$ cat src/rtl/srr_pkg.sv
// ----------------------------------------------------------------------------
// srr_pkg
// Shared types and constants of the selective-repeat receiver.
// ----------------------------------------------------------------------------
package srr_pkg;

  // Default configuration
  localparam int SEQ_BITS_DEF     = 3;
  localparam int WINDOW_DEF       = 4;
  localparam int PAYLOAD_BITS_DEF = 32;

  // Fixed field widths on the stream ports
  localparam int SEQ_PORT_W   = 3;
  localparam int DATA_PORT_W  = 32;
  localparam int IN_TDATA_W   = ((SEQ_PORT_W + DATA_PORT_W + 7) / 8) * 8;
  localparam int IN_TUSER_W   = 1;
  localparam int OUT_TDATA_W  = ((SEQ_PORT_W + DATA_PORT_W + 7) / 8) * 8;
  localparam int OUT_TUSER_W  = 2;

  // Result kind codes
  localparam logic KIND_ACK  = 1'b0;
  localparam logic KIND_NACK = 1'b1;

  // Frame class decided at the front
  typedef enum logic {
    CLS_GOOD    = 1'b0,
    CLS_CORRUPT = 1'b1
  } srr_class_e;

  // Back-end sequencer states
  typedef enum logic [1:0] {
    ST_IDLE  = 2'd0,
    ST_DRAIN = 2'd1,
    ST_NACK  = 2'd2
  } srr_state_e;

  // Flags travelling with each result
  typedef struct packed {
    logic kind;
    logic deliver;
    logic last;
  } srr_flags_t;

endpackage

$ cat src/rtl/srr_front.sv
// ----------------------------------------------------------------------------
// srr_front
// Accepts frames, classifies them by checksum and queues them (two entries)
// for the back end.
// ----------------------------------------------------------------------------
module srr_front #(
  parameter int SEQ_BITS     = srr_pkg::SEQ_BITS_DEF,
  parameter int PAYLOAD_BITS = srr_pkg::PAYLOAD_BITS_DEF
) (
  input  logic                             clk_i,
  input  logic                             rst_ni,
  input  logic                             s_valid_i,
  output logic                             s_ready_o,
  input  logic [srr_pkg::SEQ_PORT_W-1:0]   s_seq_i,
  input  logic                             s_crc_ok_i,
  input  logic [srr_pkg::DATA_PORT_W-1:0]  s_payload_i,
  output logic                             q_valid_o,
  input  logic                             q_pop_i,
  output srr_pkg::srr_class_e              q_class_o,
  output logic [SEQ_BITS-1:0]              q_seq_o,
  output logic [PAYLOAD_BITS-1:0]          q_payload_o
);
  import srr_pkg::*;

  localparam int SW = (SEQ_BITS > SEQ_PORT_W) ? SEQ_BITS : SEQ_PORT_W;
  localparam int PW = (PAYLOAD_BITS > DATA_PORT_W) ? PAYLOAD_BITS : DATA_PORT_W;

  logic [SW-1:0]           seq_ext;
  logic [PW-1:0]           pay_ext;
  srr_class_e              cls_in;
  logic                    push;

  srr_class_e              cls_q [2];
  logic [SEQ_BITS-1:0]     seq_q [2];
  logic [PAYLOAD_BITS-1:0] pay_q [2];
  logic                    wr_ptr_q, wr_ptr_d;
  logic                    rd_ptr_q, rd_ptr_d;
  logic [1:0]              cnt_q, cnt_d;

  assign seq_ext = SW'(s_seq_i);
  assign pay_ext = PW'(s_payload_i);
  assign cls_in  = s_crc_ok_i ? CLS_GOOD : CLS_CORRUPT;

  assign s_ready_o = (cnt_q != 2'd2);
  assign push      = s_valid_i && s_ready_o;
  assign q_valid_o = (cnt_q != 2'd0);

  assign q_class_o   = cls_q[rd_ptr_q];
  assign q_seq_o     = seq_q[rd_ptr_q];
  assign q_payload_o = pay_q[rd_ptr_q];

  always_comb begin
    wr_ptr_d = push ? ~wr_ptr_q : wr_ptr_q;
    rd_ptr_d = q_pop_i ? ~rd_ptr_q : rd_ptr_q;
    cnt_d    = cnt_q;
    if (push && !q_pop_i) begin
      cnt_d = cnt_q + 2'd1;
    end else if (!push && q_pop_i) begin
      cnt_d = cnt_q - 2'd1;
    end
  end

  always_ff @(posedge clk_i or negedge rst_ni) begin
    if (!rst_ni) begin
      wr_ptr_q <= 1'b0;
      rd_ptr_q <= 1'b0;
      cnt_q    <= 2'd0;
    end else begin
      wr_ptr_q <= wr_ptr_d;
      rd_ptr_q <= rd_ptr_d;
      cnt_q    <= cnt_d;
    end
  end

  always_ff @(posedge clk_i) begin
    if (push) begin
      cls_q[wr_ptr_q] <= cls_in;
      seq_q[wr_ptr_q] <= seq_ext[SEQ_BITS-1:0];
      pay_q[wr_ptr_q] <= pay_ext[PAYLOAD_BITS-1:0];
    end
  end

endmodule

$ cat src/rtl/srr_back.sv
// ----------------------------------------------------------------------------
// srr_back
// Window tracking, held-frame store and result sequencer with an output
// register.
// ----------------------------------------------------------------------------
module srr_back #(
  parameter int SEQ_BITS     = srr_pkg::SEQ_BITS_DEF,
  parameter int WINDOW       = srr_pkg::WINDOW_DEF,
  parameter int PAYLOAD_BITS = srr_pkg::PAYLOAD_BITS_DEF
) (
  input  logic                    clk_i,
  input  logic                    rst_ni,
  input  logic                    q_valid_i,
  output logic                    q_pop_o,
  input  srr_pkg::srr_class_e     q_class_i,
  input  logic [SEQ_BITS-1:0]     q_seq_i,
  input  logic [PAYLOAD_BITS-1:0] q_payload_i,
  output logic                    r_valid_o,
  input  logic                    r_ready_i,
  output srr_pkg::srr_flags_t     r_flags_o,
  output logic [SEQ_BITS-1:0]     r_seq_o,
  output logic [PAYLOAD_BITS-1:0] r_data_o
);
  import srr_pkg::*;

  localparam int SC = 1 << SEQ_BITS;
  localparam int RW = (WINDOW > 1) ? $clog2(WINDOW + 1) : 1;

  srr_state_e              state_q, state_d;
  logic [SEQ_BITS-1:0]     exp_q, exp_d;
  logic [RW-1:0]           rel_q, rel_d;
  logic [SC-1:0]           mark_q;
  logic [PAYLOAD_BITS-1:0] mem [SC];
  logic [PAYLOAD_BITS-1:0] rd_data_q;

  logic                    ov_q, ov_d;
  srr_flags_t              oflags_q, oflags_d;
  logic [SEQ_BITS-1:0]     oseq_q, oseq_d;
  logic [PAYLOAD_BITS-1:0] odata_q, odata_d;

  logic                    can_emit;
  logic                    emit;
  logic                    mark_set, mark_clr, wr_en;
  logic [SEQ_BITS-1:0]     seq_gap, seq_nxt, exp_nxt;
  logic                    in_win;

  assign can_emit = !ov_q || r_ready_i;
  assign seq_gap  = q_seq_i - exp_q;
  assign in_win   = (32'(seq_gap) < 32'(WINDOW));
  assign seq_nxt  = q_seq_i + SEQ_BITS'(1);
  assign exp_nxt  = exp_q + SEQ_BITS'(1);

  always_comb begin
    state_d  = state_q;
    exp_d    = exp_q;
    rel_d    = rel_q;
    q_pop_o  = 1'b0;
    emit     = 1'b0;
    mark_set = 1'b0;
    mark_clr = 1'b0;
    wr_en    = 1'b0;
    oflags_d = oflags_q;
    oseq_d   = oseq_q;
    odata_d  = odata_q;

    unique case (state_q)
      ST_IDLE: begin
        if (q_valid_i && can_emit) begin
          q_pop_o = 1'b1;
          if (q_class_i == CLS_CORRUPT) begin
            emit     = 1'b1;
            oflags_d = '{kind: KIND_NACK, deliver: 1'b0, last: 1'b1};
            oseq_d   = exp_q;
            odata_d  = '0;
          end else if (q_seq_i == exp_q) begin
            emit   = 1'b1;
            oseq_d = q_seq_i;
            odata_d = q_payload_i;
            exp_d  = seq_nxt;
            rel_d  = '0;
            if (mark_q[seq_nxt] && (WINDOW > 1)) begin
              oflags_d = '{kind: KIND_ACK, deliver: 1'b1, last: 1'b0};
              state_d  = ST_DRAIN;
            end else begin
              oflags_d = '{kind: KIND_ACK, deliver: 1'b1, last: 1'b1};
            end
          end else if (in_win) begin
            if (!mark_q[q_seq_i]) begin
              // hold the new frame and acknowledge it
              emit     = 1'b1;
              wr_en    = 1'b1;
              mark_set = 1'b1;
              oflags_d = '{kind: KIND_ACK, deliver: 1'b0, last: mark_q[exp_q]};
              oseq_d   = q_seq_i;
              odata_d  = '0;
              if (!mark_q[exp_q]) begin
                state_d = ST_NACK;
              end
            end else if (!mark_q[exp_q]) begin
              emit     = 1'b1;
              oflags_d = '{kind: KIND_NACK, deliver: 1'b0, last: 1'b1};
              oseq_d   = exp_q;
              odata_d  = '0;
            end
          end
        end
      end

      ST_DRAIN: begin
        if (can_emit) begin
          // release one held frame
          emit     = 1'b1;
          mark_clr = 1'b1;
          oseq_d   = exp_q;
          odata_d  = rd_data_q;
          exp_d    = exp_nxt;
          rel_d    = rel_q + RW'(1);
          if (mark_q[exp_nxt] && ((32'(rel_q) + 32'd2) < 32'(WINDOW))) begin
            oflags_d = '{kind: KIND_ACK, deliver: 1'b1, last: 1'b0};
          end else begin
            oflags_d = '{kind: KIND_ACK, deliver: 1'b1, last: 1'b1};
            state_d  = ST_IDLE;
          end
        end
      end

      ST_NACK: begin
        if (can_emit) begin
          emit     = 1'b1;
          oflags_d = '{kind: KIND_NACK, deliver: 1'b0, last: 1'b1};
          oseq_d   = exp_q;
          odata_d  = '0;
          state_d  = ST_IDLE;
        end
      end

      default: begin
        state_d = ST_IDLE;
      end
    endcase

    if (emit) begin
      ov_d = 1'b1;
    end else if (r_ready_i) begin
      ov_d = 1'b0;
    end else begin
      ov_d = ov_q;
    end
  end

  always_ff @(posedge clk_i or negedge rst_ni) begin
    if (!rst_ni) begin
      state_q <= ST_IDLE;
      exp_q   <= '0;
      rel_q   <= '0;
      mark_q  <= '0;
      ov_q    <= 1'b0;
    end else begin
      state_q <= state_d;
      exp_q   <= exp_d;
      rel_q   <= rel_d;
      ov_q    <= ov_d;
      if (mark_set) begin
        mark_q[q_seq_i] <= 1'b1;
      end
      if (mark_clr) begin
        mark_q[exp_q] <= 1'b0;
      end
    end
  end

  // Held payload store; read address tracks the next expected number
  always_ff @(posedge clk_i) begin
    if (wr_en) begin
      mem[q_seq_i] <= q_payload_i;
    end
    rd_data_q <= mem[exp_d];
  end

  always_ff @(posedge clk_i) begin
    oflags_q <= oflags_d;
    oseq_q   <= oseq_d;
    odata_q  <= odata_d;
  end

  assign r_valid_o = ov_q;
  assign r_flags_o = oflags_q;
  assign r_seq_o   = oseq_q;
  assign r_data_o  = odata_q;

endmodule

$ cat src/rtl/selective_repeat_receiver.sv
// ----------------------------------------------------------------------------
// The first result of a frame is valid once the frame has passed the front queue
// and the back end's output register. Throughput: one result per cycle while the
// result side is ready; a frame causes 1 to WINDOW results, or none.
// The back-end sequencer, which owns the held-frame store, produces those results.
// Reset clears expected number and all held marks at once; no clearing pass.
// ----------------------------------------------------------------------------
// selective_repeat_receiver
// Selective-repeat ARQ receiver with negative acknowledgements.
// ----------------------------------------------------------------------------
module selective_repeat_receiver #(
  parameter int SEQ_BITS     = srr_pkg::SEQ_BITS_DEF,
  parameter int WINDOW       = srr_pkg::WINDOW_DEF,
  parameter int PAYLOAD_BITS = srr_pkg::PAYLOAD_BITS_DEF
) (
  input  logic                             clk_i,
  input  logic                             rst_ni,
  input  logic                             s_axis_tvalid,
  output logic                             s_axis_tready,
  // seq[2:0], payload[34:3], zero pad
  input  logic [srr_pkg::IN_TDATA_W-1:0]   s_axis_tdata,
  // crc_ok[0]
  input  logic [srr_pkg::IN_TUSER_W-1:0]   s_axis_tuser,
  output logic                             m_axis_tvalid,
  input  logic                             m_axis_tready,
  // ack_seq[2:0], out_data[34:3], zero pad
  output logic [srr_pkg::OUT_TDATA_W-1:0]  m_axis_tdata,
  // kind[0], deliver[1]
  output logic [srr_pkg::OUT_TUSER_W-1:0]  m_axis_tuser,
  output logic                             m_axis_tlast
);
  import srr_pkg::*;

  localparam int SW = (SEQ_BITS > SEQ_PORT_W) ? SEQ_BITS : SEQ_PORT_W;
  localparam int PW = (PAYLOAD_BITS > DATA_PORT_W) ? PAYLOAD_BITS : DATA_PORT_W;

  logic                    q_valid, q_pop;
  srr_class_e              q_class;
  logic [SEQ_BITS-1:0]     q_seq;
  logic [PAYLOAD_BITS-1:0] q_payload;

  srr_flags_t              r_flags;
  logic [SEQ_BITS-1:0]     r_seq;
  logic [PAYLOAD_BITS-1:0] r_data;
  logic [SW-1:0]           seq_ext;
  logic [PW-1:0]           data_ext;

  srr_front #(
    .SEQ_BITS     (SEQ_BITS),
    .PAYLOAD_BITS (PAYLOAD_BITS)
  ) u_front (
    .clk_i       (clk_i),
    .rst_ni      (rst_ni),
    .s_valid_i   (s_axis_tvalid),
    .s_ready_o   (s_axis_tready),
    .s_seq_i     (s_axis_tdata[SEQ_PORT_W-1:0]),
    .s_crc_ok_i  (s_axis_tuser[0]),
    .s_payload_i (s_axis_tdata[SEQ_PORT_W +: DATA_PORT_W]),
    .q_valid_o   (q_valid),
    .q_pop_i     (q_pop),
    .q_class_o   (q_class),
    .q_seq_o     (q_seq),
    .q_payload_o (q_payload)
  );

  srr_back #(
    .SEQ_BITS     (SEQ_BITS),
    .WINDOW       (WINDOW),
    .PAYLOAD_BITS (PAYLOAD_BITS)
  ) u_back (
    .clk_i       (clk_i),
    .rst_ni      (rst_ni),
    .q_valid_i   (q_valid),
    .q_pop_o     (q_pop),
    .q_class_i   (q_class),
    .q_seq_i     (q_seq),
    .q_payload_i (q_payload),
    .r_valid_o   (m_axis_tvalid),
    .r_ready_i   (m_axis_tready),
    .r_flags_o   (r_flags),
    .r_seq_o     (r_seq),
    .r_data_o    (r_data)
  );

  assign seq_ext  = SW'(r_seq);
  assign data_ext = PW'(r_data);

  assign m_axis_tdata = OUT_TDATA_W'({data_ext[DATA_PORT_W-1:0], seq_ext[SEQ_PORT_W-1:0]});
  assign m_axis_tuser = {r_flags.deliver, r_flags.kind};
  assign m_axis_tlast = r_flags.last;

endmodule

$ cat config.mk
export PLATFORM = sky130hd
export DESIGN_NAME = selective_repeat_receiver
export DESIGN_NICKNAME = d
export VERILOG_FILES = /design/src/rtl/srr_pkg.sv /design/src/rtl/srr_front.sv /design/src/rtl/srr_back.sv /design/src/rtl/selective_repeat_receiver.sv
export SDC_FILE = /design/constraint.sdc
export NUM_CORES = 1
export LEC_CHECK = 0
export BUFFER_PORTS_ARGS = -buffer_cell sky130_fd_sc_hd__buf_2
export CORE_ASPECT_RATIO = 1.5
export CORE_MARGIN = 5
export CORE_UTILIZATION = 45
export DETAILED_ROUTE_END_ITERATION = 10
export PLACE_DENSITY = 0.66
export REMOVE_ABC_BUFFERS = 1
export SLEW_MARGIN = 5
export SYNTH_ARGS = -nofsm -noshare
export SYNTH_HDL_FRONTEND = slang
export SYNTH_HIERARCHICAL = 1
export SYNTH_SLANG_ARGS = --single-unit
$ cat constraint.sdc
create_clock -name clk_i -period 8.2 [get_ports clk_i]
set_input_delay 0.41 -clock clk_i [delete_from_list [all_inputs] [get_ports clk_i]]
set_output_delay 0.41 -clock clk_i [all_outputs]
set_load 0.01 [all_outputs]
# --- After elaboration in Yosys (flattened, before gate mapping) ---
# Memories as Yosys holds them, arrays and structs flattened. A register that Yosys moved wholly into a read port is not among the register bits.
# Index checks and enable logic that the tools add are counted.
# Widths: inputs -> output; s select.
totals:
  ff_bits: 59
  mem_bits_rw: 328
  in_bits: 45
  output_inout_bits: 45
  elab_cells: 166
  n_memories: 4
classes:
  addsub: 7
  n_lt_le_gt_ge: 8
  eq_ne: 17
  n_mux: 89
  bitwise_logic: 5
  reduce_logical: 23
memory_table:
  columns: ["name", "words", "width", "read_ports", "rd_clocked_by_memory_dff", "write_ports", "line_no", "source"]
  rows:
  - ["u_back.mem", 8, 32, 1, 1, 1, "srr_back.sv:33", "logic [PAYLOAD_BITS-1:0] mem [SC];"]
  - ["u_front.pay_q", 2, 32, 1, 0, 1, "srr_front.sv:35", "logic [PAYLOAD_BITS-1:0] pay_q [2];"]
  - ["u_front.seq_q", 2, 3, 1, 0, 1, "srr_front.sv:34", "logic [SEQ_BITS-1:0] seq_q [2];"]
  - ["u_front.cls_q", 2, 1, 1, 0, 1, "srr_front.sv:33", "srr_class_e cls_q [2];"]
ops:
  columns: ["op", "count"]
  rows:
  - ["$mux 32", 8]
  - ["$pmux 32 s3", 1]
  - ["$mux 3", 23]
  - ["$lt 32x3->1 const B", 1]
  - ["$mux 1", 31]
  - ["$mux 2", 12]
  - ["$pmux 3 s2", 3]
  - ["$lt 3x4->1 const B", 4]
  - ["$mux 8", 2]
  - ["$bmux 1 s3", 4]
  - ["$ne 2x1->1 const B", 5]
  - ["$reduce_and 5->1", 2]
  - ["$reduce_bool 2->1", 5]
  - ["$add 3x1->3 const B", 3]
  - ["$pmux 3 s3", 1]
  - ["$reduce_and 9->1", 1]
  - ["$and 8x8->8", 1]
  - ["$not 8->8", 1]
  - ["$or 8x8->8", 1]
  - ["$logic_and 1x1->1", 7]
  - ["$demux 1 s3", 2]
  - ["$ge 3x1->1 const B", 2]
  - ["$ne 2x2->1 const B", 3]
  - ["$ne 3x2->1 const B", 2]
  - ["other kinds (21)", 24]

# --- Logic depth before layout (Yosys ltp) ---
# An unclocked memory read counts as a cell.
logic_depth:
  word_depth: 12
  mapped_depth: 14
  depth_no_buf: 10

# --- Cells and area by module ---
# Netlist, hierarchy kept.
by_module_without_submodules:
  columns: ["mod", "n_inst", "cells_per_inst", "area_per_inst_um2", "seq_area_each_um2"]
  rows:
  - ["srr_back", 1, 779, 13922.1, 9894.5]
  - ["srr_front", 1, 131, 2945.3, 2262.2]
  - ["selective_repeat_receiver", 1, 6, 41.3, 0.0]

# --- Worst setup path before layout ---
# Ideal clock, no wire load.
synth_timing:
  path_kind: "reg-to-reg"
  from: "register u_front.rd_ptr_q"
  to: "register u_back.odata_q[0] (netlist: u_back/r_data_o[0]) (enable)"
  setup_ns: 0.481
  t_arrival_ns: 4.649
  required_time_ns: 7.719
  setup_slack_ns: 3.070
  stages_incl_launch_ff: 10
  n_path_buf: 2
  period_less_slack_ns: 5.130
  path_cell_list: "dfrtp_1 buf_6 buf_12 mux2_4 ha_1 a21oi_1 xor2_1 a211o_1 nand3_1 a211oi_1"
synth_via:
  elab_chain_cells: 5
  word_cells_on_any_way: 10
  classes_between: "1 x add/sub; 1 x order compare; 3 x eq/ne; 2 x mux; 1 x reduce/logical; 2 x memory"
synth_lines:
  columns: ["item", "line_no", "source"]
  rows:
  - ["from (decl)", "srr_front.sv:37", "logic rd_ptr_q, rd_ptr_d;"]
  - ["from (signal assigned)", "srr_front.sv:70", "rd_ptr_q <= rd_ptr_d;"]
  - ["$mem_v2 2x3 *", null, null]
  - ["net q_seq[1]", "selective_repeat_receiver.sv:39", "logic [SEQ_BITS-1:0] q_seq;"]
  - ["$sub 3x3->3 / $bmux 1 s3 (equally long branches)", "srr_back.sv:48, srr_back.sv:88", null]
  - ["$lt 3x3->1 / $mux 1 (equally long branches)", "srr_back.sv:49, srr_back.sv:88", null]
  - ["$ne 4x2->1 (no source line) / $ne 5x4->1 (equally long branches)", null, null]
  - ["$reduce_and 6->1 (no source line) *", null, null]
  - ["to (signal assigned)", "srr_back.sv:183", "odata_q <= odata_d;"]
  - ["to (decl)", "srr_back.sv:39", "logic [PAYLOAD_BITS-1:0] odata_q, odata_d;"]
# Mark *: on every way through the listed nets, which the timed path passes. The rest lies on a longest branch. The select of a mux whose other input is x is not followed.
# A chain may end at the register's enable or synchronous reset.

# --- Final worst setup path ---
layout_timing:
  from: "register u_front.rd_ptr_q"
  to: "register u_back.rd_data_q[24] (read register of u_back.mem)"
layout_via:
  word_cells_on_any_way: 8
  classes_between: "1 x add/sub; 1 x eq/ne; 4 x mux; 2 x memory"
layout_rtl:
  columns: ["item", "line_no", "source"]
  rows:
  - ["$mem_v2 2x1", null, null]
  - ["net q_class", "selective_repeat_receiver.sv:38", "srr_class_e q_class;"]
  - ["$mux 3", "srr_back.sv:70", "if (q_class_i == CLS_CORRUPT) begin"]
  - ["$mux 3", "srr_back.sv:68", "if (q_valid_i && can_emit) begin"]
  - ["$pmux 3 s2", "srr_back.sv:66", "unique case (state_q)"]
  - ["to (decl)", "srr_back.sv:34", "logic [PAYLOAD_BITS-1:0] rd_data_q;"]
# The timed path passes the listed nets, and every way through them passes these cells.

==> metrics.md <==
| Metric | Value |
|---|---|
| Status | `completed` |
| TNS Setup | `0 ns` |
| Most frequent cells in the layout | `366 x edfxtp_1, 200 x mux2i_1, 79 x buf_2, 39 x clkbuf_16, 36 x mux2_2` |
| Final Max Tran Viols | `0` |
| Starting Density | `45.3%` |
| Syn Inst Count | `916` |
| Worst Slack Setup Final | `3.87 ns` |
| Metal-1 WL | `12.7 mm` |
| Int Power | `4.98 mW` |
| Relative slew margins | `23.5%` |
| Largest fanout on the critical path | `129` |
| Largest net degree at the start of global routing | `130` |
| CTS tree | `yes` |
| Yosys warns | `6` |
| Nets@finish | `1,060` |
| Vias in the first global route | `8,511` |
| Die ar. | `41,600 sq um` |
| Worst slew pin tran | `1.15 ns` |
| IO buf count | `79` |
| Top Metal Used | `met4` |
| Total Power | `7.20 mW` |
| CTS HTree Levels | `2` |
| CP max stage delay | `0.72 ns` |
| HP Start | `s_axis_tdata[16]` |
| Critical Setup Path Class | `flip-flop to flip-flop` |
| R2R Path Start | `u_front/rd_ptr_q$_DFFE_PN0P_` |
| Slowest-stage cell, CP | `dfrtp_2` |
| Core box area | `37,300 sq um` |
| Critical path, cell by cell | `buf_4 -> mux2_2 -> nor2b_2 -> nand4b_4 -> mux2_4 -> a211oi_4 -> buf_12 -> mux2i_1 -> mux2i_1 -> mux2_1` |
| Most common cell after layout, fill and taps aside | `edfxtp_1` |
| Most used cell along the critical path | `mux2i_1` |
| Die Y | `247 microns` |
| WP data required | `8.61 ns` |
| Met3 wire len | `1.48 mm` |
| Clock transition at path regs | `0.06 ns` |
| Pwr/cell area | `380 nW/um^2` |
| Gate power share | `31.9%` |
| Worst skew pair latency | `0.54 ns` |
| Detailed Route WL | `31.6 mm` |
| Critical R2R Capture | `u_back/rd_data_q[24]$_DFF_P_` |
| Total CTS buffers | `38` |
| HP Class | `input pin to flip-flop` |
| Avg Cell Area, Syn | `18.5 sq um` |
| Max Freq | `231 MHz` |
| Max rail drop VDD | `0.000378 V` |
| Post-synth EDFFs | `366` |
| Antenna Cells | `0` |
| Post-Syn Area | `16,900 sq um` |
| Static Leak | `7.32 nW` |
| Clk buf depth | `3` |
| WHS Endpoint | `u_front/pay_q[0][13]$_DFFE_PP_` |
| Initial antenna violation count | `0` |
| Routed vias | `8,119` |
| Sequential power share | `42.9%` |
| Place WS | `3.80 ns` |
| Switch Pwr | `2.22 mW` |
| RePlAce Congestion | `0.796` |
| Clock Sinks | `419` |
| Yosys cell types | `59` |
| Routed wl met2 | `16.7 mm` |
| Area grow syn2layout | `12.1%` |
| Critical Path End Type | `flip-flop` |
| Root buffer cell | `clkbuf_16` |
| Worst path top cell family by delay | `multiplexers` |
| Global route overflow | `0` |
| Sequential area share after synthesis | `71.9%` |
| First DRT Iteration DRCs | `392` |
| RSZ-0062 raised after global routing | `no` |
| Row cnt | `87` |
| Final setup viols | `0` |
| WHS Path Cells | `1` |
| Proportion of power drawn by the clock network | `25.2%` |
| Hpwl dp | `17.6 mm` |
| Die Span X | `168 microns` |
| Post-CTS setup buffers | `0` |
| Sw frac | `30.8%` |
| Synth Register Bits | `419` |
| Via/cell ratio | `5.33` |
| Max Cap Violations | `0` |
| Asr flop ratio synth | `5.01%` |
| Final std cells w/o fill | `1,523` |
| R2R Setup Slk | `3.87 ns` |
| Worst R2R Path Depth | `10` |
| Residual DRC count | `0` |
| Worst Clk Skew | `0.0235 ns` |
| Buffers & Inverters on Critical Path | `2` |
| DRT Pass-1 Iters | `4` |
| Post-DR wirelength/cell | `20.8 microns` |
| Layout cells sized above 1 | `24.3%` |
| ANT nets after route | `0` |
| Tcrit/Tclk final | `52.9%` |
| WP data arrival | `4.75 ns` |
| I/O Pins | `90` |
| First-pass GRT wire length | `49.2 mm` |
| Tot GR Track Use | `15.3%` |
| Crit start category | `flip-flop` |
| Ys flop type | `edfxtp_1` |
| Share of the core filled with cells | `50.8%` |
| Crit path time final | `4.33 ns` |
| Hold Vio Cnt, Final | `0` |
| Cell count after placement | `1,453` |
metrics by stage:
| stage | cell area, sq um | hold WS (ns) |
|---|---|---|
| global placement | 17700 | 0.414 |
| finish | 19000 | 0.0642 |
| CTS | 19000 | 0.0390 |
| detailed placement | 17700 | 0.415 |
| global route | 19000 | 0.0402 |
| floorplan | 16400 | 0.114 |
how the worst max path moves through the flow:
| stage | start | endpoint | slack (ns) | cells after the start |
|---|---|---|---|---|
| after floorplan | u_front/rd_ptr_q$_DFFE_PN0P_ | u_back/rd_data_q[24]$_DFF_P_ | -0.19 | 10 |
| after global routing | u_front/rd_ptr_q$_DFFE_PN0P_ | u_back/rd_data_q[25]$_DFF_P_ | 3.62 | 10 |
| final | u_front/rd_ptr_q$_DFFE_PN0P_ | u_back/rd_data_q[24]$_DFF_P_ | 3.87 | 10 |
| after global placement | u_front/rd_ptr_q$_DFFE_PN0P_ | u_back/rd_data_q[24]$_DFF_P_ | 3.85 | 10 |
| after CTS | u_front/rd_ptr_q$_DFFE_PN0P_ | u_back/rd_data_q[24]$_DFF_P_ | 3.78 | 10 |
| after detailed placement | u_front/rd_ptr_q$_DFFE_PN0P_ | u_back/rd_data_q[24]$_DFF_P_ | 3.80 | 10 |
metal layers:
metal	global-route usage, %	up-vias
met3	2.49	56
met2	27.3	175
met5	0	-
met1	19.0	4161
li1	-	3727
met4	5.16	0
state kept, by name, indices dropped and copies added (netlist names), 3 cells and up:
signal,cells
u_back/rel_q,3
u_back/rd_data_q,32
u_back/exp_q,3
u_back/mem,256
u_front/pay_q,64
u_back/r_flags_o,3
u_back/mark_q,8
u_front/seq_q,6
u_back/r_data_o,32
u_back/r_seq_o,3
final cells by class:
class	instances	area, sq um
Fill cell	3040	18400
Inverter	12	45.0
Sequential cell	419	12200
Clock buffer	47	1050
Multi-Input combinational cell	437	4310
Tap cell	489	612
Timing Repair Buffer	97	546
Clock inverter	22	244
repair_timing:
| item | in CTS | in global routing |
|---|---|---|
| hold buffers | 1 | 0 |
| endpoints found under the hold margin | 21 | 0 |
| gates resized for setup | 0 | 0 |
cells by family (layout without fill, tap and decap cells):
group           Yosys count  count (layout)  share of synthesized area [%]
mux                     278             278                           18.0
xor+xnor                  9               9                          0.577
simple gates             65              65                           2.09
flops                   419             419                           71.9
buf+inv                  64             178                           3.28
compound gates           70              70                           3.43
other cells               1               5                         0.0222
fa+ha+maj                10              10                          0.740
power by group through the flow:
stage	clock [mW]	sequential (mW)	combinational (mW)
global placement	0	3.13	2.29
CTS	1.86	3.09	2.34
detailed placement	0	3.14	2.33
global route	1.95	3.12	2.50
floorplan	0	3.17	1.79
finish	1.81	3.09	2.30
synthesized netlist by cell type, drive strengths merged (7+ instances only):
master,number,share of area (%)
mux2i,200,12
nand2,13,0.29
clkbuf,14,0.31
inv,12,0.27
ha,10,0.74
mux2,74,5.6
nor3,7,0.24
a22o,33,1.7
edfxtp,366,65
dfxtp,32,3.8
dfrtp,21,3.1
nor2,18,0.41
buf,37,2.6
Power figures use the tool's default switching activity.
